===== config.mk =====
export PLATFORM = sky130hd
export DESIGN_NAME = block_frame_decoder_flat
export DESIGN_NICKNAME = d
export VERILOG_FILES = /design/src/hw/rtl/bfd_pkg.sv /design/src/hw/rtl/bfd_stream_if.sv /design/src/hw/rtl/bfd_parser.sv /design/src/hw/rtl/bfd_emitter.sv /design/src/hw/rtl/block_frame_decoder.sv /design/src/flat_wrapper.sv
export VERILOG_INCLUDE_DIRS = /design/src /design/src/hw/rtl
export SDC_FILE = /design/constraint.sdc
export NUM_CORES = 1
export LEC_CHECK = 0
export BUFFER_PORTS_ARGS = -buffer_cell sky130_fd_sc_hd__buf_2
export CORE_MARGIN = 2
export CORE_UTILIZATION = 60
export DETAILED_ROUTE_END_ITERATION = 10
export PLACE_DENSITY = 0.77
export SYNTH_ARGS = -nofsm -noshare
export SYNTH_HDL_FRONTEND = slang
export SYNTH_SLANG_ARGS = --single-unit

===== constraint.sdc =====
create_clock -name clk -period 17 [get_ports clk]
set_clock_uncertainty 0.05 [all_clocks]
set_input_delay 0 -clock clk [delete_from_list [all_inputs] [get_ports clk]]
set_output_delay 0 -clock clk [all_outputs]
set_load 0.005 [all_outputs]

===== src/hw/rtl/assert_macros.svh =====
// Assertion macros shared by the RTL files.
`ifndef ASSERT_MACROS_SVH
`define ASSERT_MACROS_SVH

// Implication checked on every rising clock edge outside reset.
`define ASSERT_IMPLIES(label, clk, rst_n, ante, cons) \
    label: assert property (@(posedge clk) disable iff (!rst_n) (ante) |-> (cons)) \
        else $error("assertion failed");

// Next-cycle implication checked outside reset.
`define ASSERT_NEXT(label, clk, rst_n, ante, cons) \
    label: assert property (@(posedge clk) disable iff (!rst_n) (ante) |=> (cons)) \
        else $error("assertion failed");

`endif


===== src/hw/rtl/bfd_pkg.sv =====
// ----------------------------------------------------------------------------
// Block frame decoder package
// Shared constants and types for the block frame decoder.
// ----------------------------------------------------------------------------
package bfd_pkg;

    localparam int MAX_WIDTH_DEF  = 1024;
    localparam int MAX_HEIGHT_DEF = 1024;

    localparam logic [3:0] PH_FLAGS  = 4'd0;
    localparam logic [3:0] PH_CNT_LO = 4'd1;
    localparam logic [3:0] PH_CNT_HI = 4'd2;
    localparam logic [3:0] PH_OFFSET = 4'd3;
    localparam logic [3:0] PH_BLOCKS = 4'd4;
    localparam logic [3:0] PH_DATA   = 4'd5;

    localparam logic [1:0] KIND_SOLID = 2'd0;
    localparam logic [1:0] KIND_TWO8  = 2'd1;
    localparam logic [1:0] KIND_RAW   = 2'd2;

    localparam int BAD_COUNT = 160;

    localparam logic       CFG_WIDTH_IDX  = 1'b0;
    localparam logic       CFG_HEIGHT_IDX = 1'b1;

    // Work handed from the parser to the pixel emitter.
    typedef struct packed {
        logic        err;       // one error result
        logic        raw;       // one raw pixel result
        logic        pattern;   // sixteen pattern results
        logic [15:0] x;
        logic [15:0] y;
        logic [3:0]  pos;       // raw pixel position in block
        logic [15:0] pat;
        logic [7:0]  c0;
        logic [7:0]  c1;
        logic        last_frame;
    } bfd_job_t;

    typedef struct packed {
        logic        pixel_valid;
        logic [19:0] pixel_index;
        logic [7:0]  pixel_value;
        logic        out_of_bounds;
        logic        frame_error;
        logic        run_last;
    } bfd_res_t;

    typedef struct packed {
        logic [7:0] data_byte;
        logic       frame_last;
    } bfd_in_t;

endpackage


===== src/hw/rtl/bfd_stream_if.sv =====
// ----------------------------------------------------------------------------
// Stream interface
// Valid/ready channel carrying a payload of a given type.
// ----------------------------------------------------------------------------
interface bfd_stream_if #(parameter type T = logic);
    logic valid;
    logic ready;
    T     data;
    modport source (output valid, output data, input ready);
    modport sink (input valid, input data, output ready);
endinterface


===== src/hw/rtl/bfd_parser.sv =====
// ----------------------------------------------------------------------------
// Block frame parser
// Walks the byte stream and issues pixel jobs to the emitter.
// ----------------------------------------------------------------------------
`include "assert_macros.svh"
module bfd_parser
    import bfd_pkg::*;
(
    input  logic     clk,
    input  logic     rst_n,
    input  logic     in_valid,
    input  bfd_in_t  in_data,
    output logic     in_ready,
    output logic     job_valid,
    output bfd_job_t job,
    input  logic     job_take
);
    logic [3:0]  phase_reg, phase_next;
    logic [3:0]  flags_reg, flags_next;
    logic [1:0]  kind_reg, kind_next;
    logic [9:0]  chunks_reg, chunks_next;
    logic [7:0]  blocks_reg, blocks_next;
    logic [15:0] x_reg, x_next, y_reg, y_next;
    logic [3:0]  bib_reg, bib_next;
    logic [7:0]  c0_reg, c0_next, c1_reg, c1_next, low_reg, low_next;
    logic        failed_reg, failed_next;
    logic        jv_reg;
    bfd_job_t    job_reg, job_next;
    logic        take;
    logic [7:0]  b;
    logic [15:0] raw, mag;
    logic [16:0] xsum;
    logic [16:0] ysum;
    logic [2:0]  seek_k;
    logic        seek_found;
    logic        do_seek, seek_from_start;

    assign in_ready  = !jv_reg || job_take;
    assign take      = in_valid && in_ready;
    assign job_valid = jv_reg;
    assign job       = job_reg;
    assign b         = in_data.data_byte;
    assign raw       = {b, low_reg};
    assign mag       = raw[15] ? 16'(16'h0 - raw) : raw;

    // Next-kind search over the pending flags.
    always_comb
    begin
        logic [3:0] fl;
        fl = (phase_reg == PH_FLAGS) ? b[3:0] : flags_reg;
        seek_found = 1'b0;
        seek_k = 3'd0;
        for (int k = 3; k >= 0; k--)
        begin
            if (fl[k] && (seek_from_start || 3'(k) > {1'b0, kind_reg}))
            begin
                seek_found = 1'b1;
                seek_k = 3'(k);
            end
        end
    end

    always_comb
    begin
        logic [7:0] units;
        logic       endblk, endchk;
        phase_next  = phase_reg;
        flags_next  = flags_reg;
        kind_next   = kind_reg;
        chunks_next = chunks_reg;
        blocks_next = blocks_reg;
        x_next      = x_reg;
        y_next      = y_reg;
        bib_next    = bib_reg;
        c0_next     = c0_reg;
        c1_next     = c1_reg;
        low_next    = low_reg;
        failed_next = failed_reg;
        job_next    = '0;
        job_next.y  = y_reg;
        job_next.c0 = c0_reg;
        job_next.c1 = c1_reg;
        job_next.x  = x_reg;
        job_next.last_frame = in_data.frame_last;
        units  = 8'd0;
        endblk = 1'b0;
        endchk = 1'b0;
        do_seek = 1'b0;
        seek_from_start = (phase_reg == PH_FLAGS);
        if (!failed_reg)
        begin
            case (phase_reg)
                PH_FLAGS:
                begin
                    flags_next = b[3:0];
                    do_seek = 1'b1;
                end
                PH_CNT_LO:
                begin
                    low_next   = b;
                    phase_next = PH_CNT_HI;
                end
                PH_CNT_HI:
                begin
                    if (raw[15] && raw == 16'h8000 || mag >= 16'(BAD_COUNT))
                    begin
                        failed_next  = 1'b1;
                        job_next.err = 1'b1;
                    end
                    else if (mag == 16'd0)
                    begin
                        chunks_next = 10'd0;
                        do_seek = 1'b1;
                    end
                    else
                    begin
                        chunks_next = 10'(mag);
                        phase_next  = raw[15] ? PH_OFFSET : PH_BLOCKS;
                    end
                end
                PH_OFFSET:
                begin
                    units = b;
                    if (chunks_reg != 10'd0)
                        chunks_next = chunks_reg - 10'd1;
                    phase_next = PH_BLOCKS;
                end
                PH_BLOCKS:
                begin
                    blocks_next = b;
                    bib_next = 4'd0;
                    if (b == 8'd0)
                        endchk = 1'b1;
                    else
                        phase_next = PH_DATA;
                end
                default:
                begin
                    case (kind_reg)
                        KIND_SOLID:
                        begin
                            job_next.c0 = b;
                            job_next.c1 = b;
                            c0_next = b;
                            c1_next = b;
                            job_next.pattern = 1'b1;
                            endblk = 1'b1;
                        end
                        KIND_TWO8:
                        begin
                            case (bib_reg)
                                4'd0:
                                begin
                                    c0_next = b;
                                    bib_next = 4'd1;
                                end
                                4'd1:
                                begin
                                    c1_next = b;
                                    bib_next = 4'd2;
                                end
                                4'd2:
                                begin
                                    low_next = b;
                                    bib_next = 4'd3;
                                end
                                default:
                                begin
                                    job_next.pattern = 1'b1;
                                    job_next.pat = {b, low_reg};
                                    endblk = 1'b1;
                                end
                            endcase
                        end
                        KIND_RAW:
                        begin
                            job_next.raw = 1'b1;
                            job_next.pos = bib_reg;
                            job_next.c0  = b;
                            if (bib_reg == 4'd15)
                                endblk = 1'b1;
                            else
                                bib_next = bib_reg + 4'd1;
                        end
                        default:
                        begin
                            case (bib_reg)
                                4'd0:
                                begin
                                    c0_next = {4'd0, b[3:0]};
                                    c1_next = {4'd0, b[7:4]};
                                    bib_next = 4'd1;
                                end
                                4'd1:
                                begin
                                    low_next = b;
                                    bib_next = 4'd2;
                                end
                                default:
                                begin
                                    job_next.pattern = 1'b1;
                                    job_next.pat = {b, low_reg};
                                    endblk = 1'b1;
                                end
                            endcase
                        end
                    endcase
                end
            endcase
            if (endblk)
            begin
                units = 8'd1;
                bib_next = 4'd0;
                blocks_next = blocks_reg - 8'd1;
                if (blocks_reg == 8'd1)
                    endchk = 1'b1;
            end
            xsum = {1'b0, x_reg} + {7'd0, units, 2'b00};
            x_next = xsum[16] ? 16'hFFFF : xsum[15:0];
            if (endchk)
            begin
                if (chunks_reg <= 10'd1)
                begin
                    chunks_next = 10'd0;
                    do_seek = 1'b1;
                end
                else
                begin
                    chunks_next = chunks_reg - 10'd1;
                    phase_next = PH_OFFSET;
                end
            end
            if (do_seek)
            begin
                if (seek_found)
                begin
                    kind_next  = seek_k[1:0];
                    x_next     = 16'd0;
                    phase_next = PH_CNT_LO;
                end
                else
                begin
                    kind_next  = 2'd0;
                    flags_next = 4'd0;
                    ysum = {1'b0, y_reg} + 17'd4;
                    y_next = ysum[16] ? 16'hFFFF : ysum[15:0];
                    phase_next = PH_FLAGS;
                end
            end
        end
        else
        begin
            xsum = 17'd0;
        end
        ysum = {1'b0, y_reg} + 17'd4;
    end

    // Parser state and job register.
    always_ff @(posedge clk or negedge rst_n)
    begin
        if (!rst_n)
        begin
            phase_reg  <= PH_FLAGS;
            flags_reg  <= '0;
            kind_reg   <= '0;
            chunks_reg <= '0;
            blocks_reg <= '0;
            x_reg      <= '0;
            y_reg      <= '0;
            bib_reg    <= '0;
            c0_reg     <= '0;
            c1_reg     <= '0;
            low_reg    <= '0;
            failed_reg <= 1'b0;
            jv_reg     <= 1'b0;
        end
        else
        begin
            if (job_take)
                jv_reg <= 1'b0;
            if (take)
            begin
                jv_reg <= job_next.err || job_next.raw || job_next.pattern;
                if (in_data.frame_last)
                begin
                    phase_reg  <= PH_FLAGS;
                    flags_reg  <= '0;
                    kind_reg   <= '0;
                    chunks_reg <= '0;
                    blocks_reg <= '0;
                    x_reg      <= '0;
                    y_reg      <= '0;
                    bib_reg    <= '0;
                    c0_reg     <= '0;
                    c1_reg     <= '0;
                    low_reg    <= '0;
                    failed_reg <= 1'b0;
                end
                else
                begin
                    phase_reg  <= phase_next;
                    flags_reg  <= flags_next;
                    kind_reg   <= kind_next;
                    chunks_reg <= chunks_next;
                    blocks_reg <= blocks_next;
                    x_reg      <= x_next;
                    y_reg      <= y_next;
                    bib_reg    <= bib_next;
                    c0_reg     <= c0_next;
                    c1_reg     <= c1_next;
                    low_reg    <= low_next;
                    failed_reg <= failed_next;
                end
            end
        end
    end

    always_ff @(posedge clk)
    begin
        if (take)
            job_reg <= job_next;
    end

    `ASSERT_IMPLIES(a_phase_legal, clk, rst_n, 1'b1, phase_reg <= PH_DATA)
    `ASSERT_IMPLIES(a_one_kind, clk, rst_n, jv_reg,
        $onehot({job_reg.err, job_reg.raw, job_reg.pattern}))
    `ASSERT_NEXT(a_fail_silent, clk, rst_n, failed_reg && !take, failed_reg)
endmodule


===== src/hw/rtl/bfd_emitter.sv =====
// ----------------------------------------------------------------------------
// Pixel emitter
// Expands one job into one or sixteen registered pixel results.
// ----------------------------------------------------------------------------
`include "assert_macros.svh"
module bfd_emitter
    import bfd_pkg::*;
#(
    parameter int MAX_WIDTH  = MAX_WIDTH_DEF,
    parameter int MAX_HEIGHT = MAX_HEIGHT_DEF
)
(
    input  logic      clk,
    input  logic      rst_n,
    input  logic [10:0] frame_width,
    input  logic [10:0] frame_height,
    input  logic      job_valid,
    input  bfd_job_t  job,
    output logic      job_take,
    output logic      res_valid,
    output bfd_res_t  res,
    input  logic      res_ready
);
    localparam int WW = $clog2(MAX_WIDTH + 1);
    localparam int HW = $clog2(MAX_HEIGHT + 1);
    localparam int XW = (WW > 11) ? WW : 11;
    localparam int YW = (HW > 11) ? HW : 11;

    logic [3:0]  cnt_reg;
    logic        rv_reg;
    bfd_res_t    res_reg;
    logic        adv;
    logic        single, lastp;
    logic [3:0]  p;
    logic [17:0] px, py;
    logic [XW-1:0] w;
    logic [YW-1:0] h;
    logic [39:0] prod;
    bfd_res_t    r;

    assign w = ({{(XW-11){1'b0}}, frame_width} > XW'(MAX_WIDTH)) ? XW'(MAX_WIDTH)
               : {{(XW-11){1'b0}}, frame_width};
    assign h = ({{(YW-11){1'b0}}, frame_height} > YW'(MAX_HEIGHT)) ? YW'(MAX_HEIGHT)
               : {{(YW-11){1'b0}}, frame_height};

    assign adv      = !rv_reg || res_ready;
    assign single   = job.err || job.raw;
    assign lastp    = single || cnt_reg == 4'd15;
    assign job_take = job_valid && adv && lastp;
    assign p        = job.raw ? job.pos : cnt_reg;
    assign px       = 18'(job.x) + 18'(p[1:0]);
    assign py       = 18'(job.y) + 18'(p[3:2]);
    assign prod     = 40'(py) * 40'(w);

    // Pixel result for the current position.
    always_comb
    begin
        r = '0;
        r.run_last = lastp;
        if (job.err)
            r.frame_error = 1'b1;
        else if (px < 18'(w) && py < 18'(h))
        begin
            r.pixel_valid = 1'b1;
            r.pixel_index = 20'(prod + 40'(px));
            r.pixel_value = (job.raw || !job.pat[cnt_reg]) ? job.c0 : job.c1;
        end
        else
            r.out_of_bounds = 1'b1;
    end

    always_ff @(posedge clk or negedge rst_n)
    begin
        if (!rst_n)
        begin
            cnt_reg <= '0;
            rv_reg  <= 1'b0;
        end
        else if (adv)
        begin
            rv_reg <= job_valid;
            if (job_valid && !single)
                cnt_reg <= cnt_reg + 4'd1;
        end
    end

    always_ff @(posedge clk)
    begin
        if (adv && job_valid)
            res_reg <= r;
    end

    assign res_valid = rv_reg;
    assign res       = res_reg;

    `ASSERT_IMPLIES(a_oob_excl, clk, rst_n, rv_reg,
        !(res_reg.pixel_valid && res_reg.out_of_bounds))
    `ASSERT_IMPLIES(a_cnt_idle, clk, rst_n, !job_valid, cnt_reg == 4'd0)
    `ASSERT_NEXT(a_hold, clk, rst_n, rv_reg && !res_ready, rv_reg && $stable(res_reg))
endmodule


===== src/hw/rtl/block_frame_decoder.sv =====
// ----------------------------------------------------------------------------
// Block frame decoder
// Decodes a 4x4-block compressed byte stream into pixel write results.
// ----------------------------------------------------------------------------
//  Channel   Direction  Payload
//  in_ch     sink       data_byte, frame_last
//  out_ch    source     pixel_valid, pixel_index, pixel_value,
//                       out_of_bounds, frame_error, run_last
//
// A byte is parsed into a job register; the emitter sends one result per
// cycle unless the output stalls: sixteen for a pattern block, one for a
// raw pixel or an error. The next byte waits for the job's last result.
// Reset clears all parse state; width and height return to 320 and 240.
// Output stalls hold the result register and back up to the input.
module block_frame_decoder
    import bfd_pkg::*;
#(
    parameter int MAX_WIDTH  = MAX_WIDTH_DEF,
    parameter int MAX_HEIGHT = MAX_HEIGHT_DEF
)
(
    input  logic        clk,
    input  logic        rst_n,
    input  logic        cfg_we,
    input  logic [0:0]  cfg_index,
    input  logic [10:0] cfg_data,
    bfd_stream_if.sink   in_ch,
    bfd_stream_if.source out_ch
);
    logic [10:0] width_reg, height_reg;
    logic        job_valid, job_take;
    bfd_job_t    job;

    // Configuration registers.
    always_ff @(posedge clk or negedge rst_n)
    begin
        if (!rst_n)
        begin
            width_reg  <= 11'd320;
            height_reg <= 11'd240;
        end
        else if (cfg_we)
        begin
            if (cfg_index == CFG_WIDTH_IDX)
                width_reg <= cfg_data;
            else
                height_reg <= cfg_data;
        end
    end

    bfd_parser u_parser (
        .clk(clk), .rst_n(rst_n),
        .in_valid(in_ch.valid), .in_data(in_ch.data), .in_ready(in_ch.ready),
        .job_valid(job_valid), .job(job), .job_take(job_take)
    );

    bfd_emitter #(.MAX_WIDTH(MAX_WIDTH), .MAX_HEIGHT(MAX_HEIGHT)) u_emit (
        .clk(clk), .rst_n(rst_n),
        .frame_width(width_reg), .frame_height(height_reg),
        .job_valid(job_valid), .job(job), .job_take(job_take),
        .res_valid(out_ch.valid), .res(out_ch.data), .res_ready(out_ch.ready)
    );
endmodule


===== src/flat_wrapper.sv =====
// flat-port wrapper written by rule: the top's interface ports become plain ports
module block_frame_decoder_flat import bfd_pkg::*;
#(
    parameter int MAX_WIDTH  = MAX_WIDTH_DEF,
    parameter int MAX_HEIGHT = MAX_HEIGHT_DEF
)
  (clk, rst_n, cfg_we, cfg_index, cfg_data, in_ch_valid, in_ch_data, in_ch_ready, out_ch_valid, out_ch_data, out_ch_ready);
  bfd_stream_if #(.T(bfd_in_t)) in_ch_i ();
  bfd_stream_if #(.T(bfd_res_t)) out_ch_i ();
  input  logic clk;
  input  logic rst_n;
  input  logic cfg_we;
  input  logic [0:0] cfg_index;
  input  logic [10:0] cfg_data;
  input wire logic [$bits(in_ch_i.valid)-1:0] in_ch_valid;
  input wire logic [$bits(in_ch_i.data)-1:0] in_ch_data;
  output wire logic [$bits(in_ch_i.ready)-1:0] in_ch_ready;
  output wire logic [$bits(out_ch_i.valid)-1:0] out_ch_valid;
  output wire logic [$bits(out_ch_i.data)-1:0] out_ch_data;
  input wire logic [$bits(out_ch_i.ready)-1:0] out_ch_ready;
  assign in_ch_i.valid = in_ch_valid;
  assign in_ch_i.data = in_ch_data;
  assign in_ch_ready = in_ch_i.ready;
  assign out_ch_valid = out_ch_i.valid;
  assign out_ch_data = out_ch_i.data;
  assign out_ch_i.ready = out_ch_ready;
  block_frame_decoder #(.MAX_WIDTH(MAX_WIDTH), .MAX_HEIGHT(MAX_HEIGHT)) u_core (.clk(clk), .rst_n(rst_n), .cfg_we(cfg_we), .cfg_index(cfg_index), .cfg_data(cfg_data), .in_ch(in_ch_i), .out_ch(out_ch_i));
endmodule

==> flow_summary_export.csv, run 1 <==
group,metric,value,unit
critical_path,critPathLaunchType,"register",
routing,wire_per_inst,19.0,um
synthesis,synth_compound_area_share,11.5,%
synthesis,ys.flop_type,"dfrtp_1",
cells_and_area,nets,2095,
sta,period_share,47.7,%
cells_and_area,drive_gt1_share,10.5,%
critical_path,required,17.21,ns
placed_design,finalWeightedCongestion,0.962,
sta,drv_slew,0,
synthesis,synth.top_cell.area_share,17.6,%
routing,drtPass1Iterations,6,
routing,postRouteAntennaNets,0,
global_routing,grt_pass1_wl,70300,um
hold_path,hp-start,"cfg_index",
pwr,vdd_ir_drop_max,0.116,mV
pwr,comb_power_share,54.4,%
critical_path,reg2reg_from,"u_core.u_parser.job[70]",
critical_path,regToRegEndpoint,"u_core.u_emit.res[30]",
hold_path,holdPathStages,3,
routing,vias,13600,
floorplan,die_h,174,um
critical_path,timing.reg2reg.setup_slack,8.89,ns
synthesis,synth_area_leader_cell,"edfxtp_1",
cells_and_area,synthToLayoutAreaGrowth,9.65,%
floorplan,die_w,174,um
status,outcome,"finished clean",
critical_path,critPathMaxFanout,12,
global_routing,antenna_found_initial,0,
pwr,p_sw_share,42.9,%
pwr,seq_power_share,25.8,%
synthesis,ys_seq_area_share,34.3,%
synthesis,ys_warn_count,0,
floorplan,coreArea,28500,um2
hold_path,hold_end,"u_core.width_reg[0]",
floorplan,dieArea,30100,um2
sta,finalHoldViolations,0,
hold_path,hp-class,"primary input to register",
synthesis,synth_xor_area_share,3.67,%
routing,via_per_inst,6.05,
sta,rsz0062_at_grt,"no",
synthesis,synth_top_family_by_area,"adder cells",
placed_design,dp_hpwl,31300,um
routing,drc_errors,0,
sta,fin_tns_setup,0,ns
sta,fin_crit,8.11,ns
cells_and_area,largest_reg_flops,69,
sta,slew_headroom,23.1,%
global_routing,grt_usage,29.0,%
synthesis,synth_nets,2049,
cells_and_area,final_common_cell,"inv_1",
global_routing,grt_pass1_vias,13400,
synthesis,synth_seq_cells,216,
synthesis,syn_avg_cell_area,9.54,um2
clock_tree,root_buffer,"clkbuf_16",
pwr,power.switching,1160,uW
placed_design,portBuffers,59,
clock_tree,insertion_delay,0.54,ns
synthesis,async_reset_ff_share,53.2,%
critical_path,endpoint_kind,"register",
cells_and_area,fin_cells,2254,
floorplan,row_count,62,
cells_and_area,layout_common_cells,"inv_1 (248), nand2_1 (184), nor2_1 (135)",
critical_path,crit_arrival,8.33,ns
sta,setup_viol,0,
pwr,p_leak,0.00853,uW
floorplan,start_util,60.6,%
sta,timing.fmax,0.123,GHz
pwr,p_clk_share,19.8,%
critical_path,critPathKind,"register to register",
flow_run,cap_violations,0,
global_routing,grt_max_degree,72,
synthesis,synth_area_leaders,"edfxtp_1 (18%), dfrtp_1 (16%), fa_1 (15%)",
floorplan,pin_count,60,
clock_tree,clkSinkCount,216,
critical_path,reg2reg_depth,23,
synthesis,synth_edf_count,101,
pwr,p_int,1540,uW
pwr,finalPower,2700,uW
global_routing,grt_overflow,0,
synthesis,yosys.area_share.simple,17.0,%
synthesis,synth_mux_area_share,4.86,%
cells_and_area,diodes,0,
synthesis,syn_inst,1807,
pwr,p_per_area,143,nW/um2
placed_design,place_inst,2186,
sta,max_slew.worst_pin.slew,1.14,ns
routing,initialDrtViolationCount,1349,
routing,wl,42900,um
clock_tree,path_clk_slew,0.06,ns
synthesis,syn_area,17200,um2
clock_tree,cts_buffer_depth,3,
clock_tree,cts_tree,"done",
clock_tree,cts_max_level,1,
synthesis,synth_cell_type_count,83,
synthesis,synthAdderAreaFrac,21.3,%
clock_tree,cts_buffers,23,
[through the flow]
| stage | cell area [um2] | utilization, % | setup slack [ns] | hold WS (ns) |
|---|---|---|---|---|
| after floorplan | 17200 | - | 9.94 | -0.346 |
| after global placement | 17800 | 62.6 | 9.18 | 0.133 |
| after detailed placement | 17800 | 62.6 | 9.04 | 0.152 |
| after CTS | 18900 | 66.4 | 8.99 | 0.0469 |
| after global routing | 18900 | 66.4 | 8.32 | 0.114 |
| final | 18900 | 66.4 | 8.89 | 0.0581 |
[how the worst max path moves through the flow]
stage	slack, ns	end	start	depth (start not counted)
finish	8.89	u_core.u_emit.res[30]	u_core.u_parser.job[70]	23
global route	8.32	u_core.u_emit.res[30]	u_core.u_parser.job[70]	23
CTS	8.99	u_core.u_emit.res[30]	u_core.u_parser.job[70]	23
detailed placement	9.04	u_core.u_emit.res[30]	u_core.u_parser.job[70]	23
global placement	9.18	u_core.u_emit.res[30]	u_core.u_parser.job[70]	25
floorplan	9.94	u_core.u_emit.res[30]	u_core.u_emit.cnt_reg[2]	27
[metal layers]
layer | GRT usage (%) | wire (um) | vias up
met5 | 0 | 0 | -
li1 | - | - | 6230
met1 | 40.7 | 18200 | 6638
met4 | 8.83 | 1260 | 0
met2 | 46.2 | 19700 | 667
met3 | 5.31 | 3710 | 107
[kinds of logic (layout without fill, tap and decap cells)]
group | after synthesis | in the layout
XOR/XNOR | 69 | 69
buffers and inverters | 335 | 398
multiplexers | 71 | 71
flip-flops | 216 | 216
AO/OA/AOI/OAI | 300 | 300
AND/OR/NAND/NOR | 600 | 600
adder cells (fa/ha/maj) | 216 | 216
[final cells by class]
class,instances,area (um2)
fillers,2200,9570
repair buffers,106,716
inverters,250,938
multi-input cells,1256,10000
well taps,384,480
clock inverters,13,170
flip-flops and latches,216,5920
clock buffers,29,638
[repair_timing]
action | 4_1_cts | 5_1_grt
resized for setup | 0 | 0
hold buffers | 26 | 0
buffers inserted | 0 | 0
endpoints found under the hold margin | 113 | 0
[Yosys cell counts (4+ instances only)]
master	n
inv_1	249
nand2_1	184
nor2_1	135
fa_1	129
dfrtp_1	109
edfxtp_1	101
ha_1	87
o21ai_0	85
clkbuf_1	76
a21oi_1	56
mux2_2	47
and2_1	46
nand3_1	44
xnor2_1	43
nor3_1	38
and3_1	30
nor2b_1	24
xor2_1	24
nor4_1	21
mux2i_1	18
a31oi_1	15
o31ai_1	14
nand2b_1	13
nand4_1	13
o22a_1	13
or3_1	12
a211oi_1	10
a21o_1	10
o22ai_1	10
a22oi_1	9
o211ai_1	9
o41ai_1	8
nor3b_1	7
or2_2	7
a221o_1	6
a22o_1	6
dfstp_2	6
buf_2	5
mux4_2	5
or4_1	5
a21boi_0	4
nand4b_1	4
o21a_1	4
[power by group through the flow]
stage                     logic [uW]  registers [uW]  clock network (uW)
after CTS                       1460             694                 543
final                           1470             697                 533
after global routing            1660             705                 565
after global placement          1370             700                   0
after detailed placement        1430             703                   0
after floorplan                 1130             672                   0
[critical path, stage by stage, from the launching register on]
cell	delay [ns]
edfxtp_1	0.50
mux2i_1	0.37
inv_1	0.08
ha_1	0.29
a21oi_1	0.13
nor3b_1	0.55
xor2_1	0.78
nand2_1	0.20
fa_1	0.52
fa_1	0.53
inv_1	0.05
fa_1	0.46
fa_1	0.55
inv_1	0.06
fa_1	0.53
inv_1	0.04
ha_1	0.33
nor2b_1	0.16
o21a_1	0.20
a2111oi_0	0.63
o31ai_1	0.22
o41ai_1	0.37
xnor2_1	0.18
nor2_1	0.06
No activity file was read; power rests on OpenSTA's default activity.
==> run 2: changes to the inputs <==
--- a/config.mk
+++ b/config.mk
@@ -8,9 +8,9 @@
 export LEC_CHECK = 0
 export BUFFER_PORTS_ARGS = -buffer_cell sky130_fd_sc_hd__buf_2
 export CORE_MARGIN = 2
-export CORE_UTILIZATION = 60
+export CORE_UTILIZATION = 58
 export DETAILED_ROUTE_END_ITERATION = 10
-export PLACE_DENSITY = 0.77
+export PLACE_DENSITY = 0.78
 export SYNTH_ARGS = -nofsm -noshare
 export SYNTH_HDL_FRONTEND = slang
 export SYNTH_SLANG_ARGS = --single-unit
==> constraint.sdc (replaced) <==
create_clock -name clk -period 6.6 [get_ports clk]
set_clock_uncertainty 0.05 [all_clocks]
set_input_delay 0 -clock clk [delete_from_list [all_inputs] [get_ports clk]]
set_output_delay 0 -clock clk [all_outputs]
set_load 0.005 [all_outputs]
==> run 2 against run 1 <==
  * The run now ends with setup timing left
  * Global-route usage rose by 0.37 points
  * Wire length rose by 8.9%
  * Fmax grew 20%
  * Setup slack got worse by 9.1 ns
  * Power increased to 3.2 times the previous value
  * Non-clock buffer count increased by 83
  * Die area grew 3.4%
  * Final area is 7.1% higher
  * Count of clock-buffer cells in the layout fell by 1
  * Core utilization is 2.3 points higher
  * Register-to-register slack worse by 9.1 ns
  * Largest cell class unchanged
==> flow_summary_export.csv, run 2 (synthesis gave the netlist of run 1 again) <==
group,metric,value,unit
status,outcome,"finished with violations",
status,violations,"setup timing",
critical_path,critPathKind,"register to register",
routing,wire_per_inst,19.9,um
pwr,p_clk_share,18.2,%
clock_tree,clkSinkCount,216,
critical_path,crit_family,"adder cells",
hold_path,hp-class,"primary input to register",
sta,finalHoldViolations,0,
routing,initialDrtViolationCount,1489,
sta,holdWs,0.0545,ns
sta,rsz0062_at_grt,"yes",
floorplan,die_h,176,um
pwr,finalPower,8680,uW
critical_path,timing.reg2reg.setup_slack,-0.18,ns
sta,setup_viol,1,
clock_tree,cts_max_level,1,
sta,drv_slew,0,
floorplan,start_util,58.5,%
pwr,seq_power_share,20.7,%
cells_and_area,nFillCells,2144,
cells_and_area,diodes,0,
cells_and_area,layout.area.seq,5920,um2
clock_tree,cts_tree,"done",
cells_and_area,fin_util,68.7,%
placed_design,dp_hpwl,32600,um
pwr,p_leak,0.00913,uW
placed_design,portBuffers,59,
placed_design,placed_cell_area,18400,um2
cells_and_area,nets,2180,
cells_and_area,drive_gt1_share,18.0,%
floorplan,dieArea,31100,um2
critical_path,critPathLaunchType,"register",
routing,via_per_inst,6.04,
pwr,p_sw_share,42.5,%
critical_path,crit_arrival,7.01,ns
clock_tree,path_clk_slew,0.06,ns
routing,drc_errors,0,
floorplan,die_w,176,um
clock_tree,insertion_delay,0.56,ns
routing,wl,46700,um
critical_path,required,6.83,ns
clock_tree,cts_buffer_depth,3,
global_routing,grt_max_degree,72,
routing,vias,14200,
floorplan,coreArea,29500,um2
pwr,p_per_area,429,nW/um2
routing,postRouteAntennaNets,0,
clock_tree,cts_buffers,25,
critical_path,endpoint_kind,"register",
cells_and_area,largest_reg_flops,69,
sta,layout_setup_ws,-0.176,ns
global_routing,grt_usage,29.3,%
global_routing,antenna_found_initial,0,
global_routing,grt_overflow,0,
placed_design,finalWeightedCongestion,0.922,
sta,timing.fmax,0.148,GHz
pwr,power.switching,3690,uW
clock_tree,root_buffer,"clkbuf_16",
global_routing,grt_pass1_vias,13800,
pwr,vdd_ir_drop_max,0.412,mV
critical_path,worst-path-buf-inv,6,
cells_and_area,final_common_cell,"inv_1",
sta,fin_crit,6.78,ns
sta,slew_headroom,21.4,%
routing,drtPass1Iterations,5,
critical_path,max_stage_delay,0.54,ns
cells_and_area,fin_area,20200,um2
pwr,p_int,5000,uW
floorplan,row_count,63,
cells_and_area,multiInputGateArea,10600,um2
flow_run,cap_violations,0,
critical_path,crit_slowest_cell,"fa_1",
placed_design,place_inst,2251,
sta,period_share,103,%
pwr,comb_power_share,61.1,%
cells_and_area,layout_common_cells,"inv_1 (237), nand2_1 (179), nor2_1 (130)",
floorplan,pin_count,60,
cells_and_area,synthToLayoutAreaGrowth,17.4,%
cells_and_area,fin_cells,2347,
sta,max_slew.worst_pin.slew,1.18,ns
critical_path,critPathMaxFanout,3,
global_routing,grt_pass1_wl,72600,um
[run 2: cell types whose count changed in the layout (fill, tap and decap cells not counted), sizes merged]
cell	delta
buf	+82
bufinv	+4
clkbuf	-1
clkinv	+1
dlygate4sd3	+1
[run 2: final timing paths]
path | cells past startpoint | startpoint | end
max | 26 | u_core.u_parser.job[70] | u_core.u_emit.res[30]
min | 3 | cfg_index | u_core.width_reg[0]
min reg2reg | 0 | u_core.u_parser.x_reg[0] | u_core.u_parser.job[53]
min in group asynchronous | 3 | rst_n | u_core.u_parser.low_reg[2]
max in group asynchronous | 4 | rst_n | u_core.u_emit.res_valid
max reg2reg | 26 | u_core.u_parser.job[70] | u_core.u_emit.res[30]
[run 2: metal layers]
metal / part of all wire (%) / track usage [%] / vias to the layer above
met1: 40 / 40.3 / 6940
met5: 0 / 0 / -
met2: 48 / 48.3 / 703
met4: 3.6 / 9.68 / 0
met3: 8.1 / 4.11 / 134
li1: - / - / 6395
[run 2: timing repair]
action,in CTS,in global routing
hold buffers,27,0
endpoints found under the hold margin,99,0
resized for setup,25,70
buffers inserted,5,18
pin swaps,16,37
setup endpoints to repair,3,8
[run 2: stage by stage]
step | setup slack (ns) | TNS, ns
after floorplan | 0.0153 | 0
after global placement | -0.00457 | -0.00457
after detailed placement | -0.188 | -0.290
after CTS | 0.0000471 | 0
after global routing | -0.394 | -1.30
final | -0.176 | -0.176
[run 2: worst min-delay path: stages]
cell	delay, ns
buf_2	0.09
nor2b_1	0.22
mux2_2	0.30
[run 2: final cells by class]
class	instances	area share [%]
clock inverters	18	1.48
multi-input cells	1256	52.2
flip-flops and latches	216	29.2
repair buffers	189	6.92
inverters	250	4.64
well taps	390	2.41
clock buffers	28	3.15
[run 2: power by group through the flow]
stage          registers [uW]  logic (uW)  clock network [uW]
3_3_place_gp             1790        3940                   0
2_1_floorplan            1730        3000                   0
3_5_place_dp             1800        4110                   0
5_1_grt                  1810        5790                1650
4_1_cts                  1780        4440                1590
6_report                 1800        5300                1580
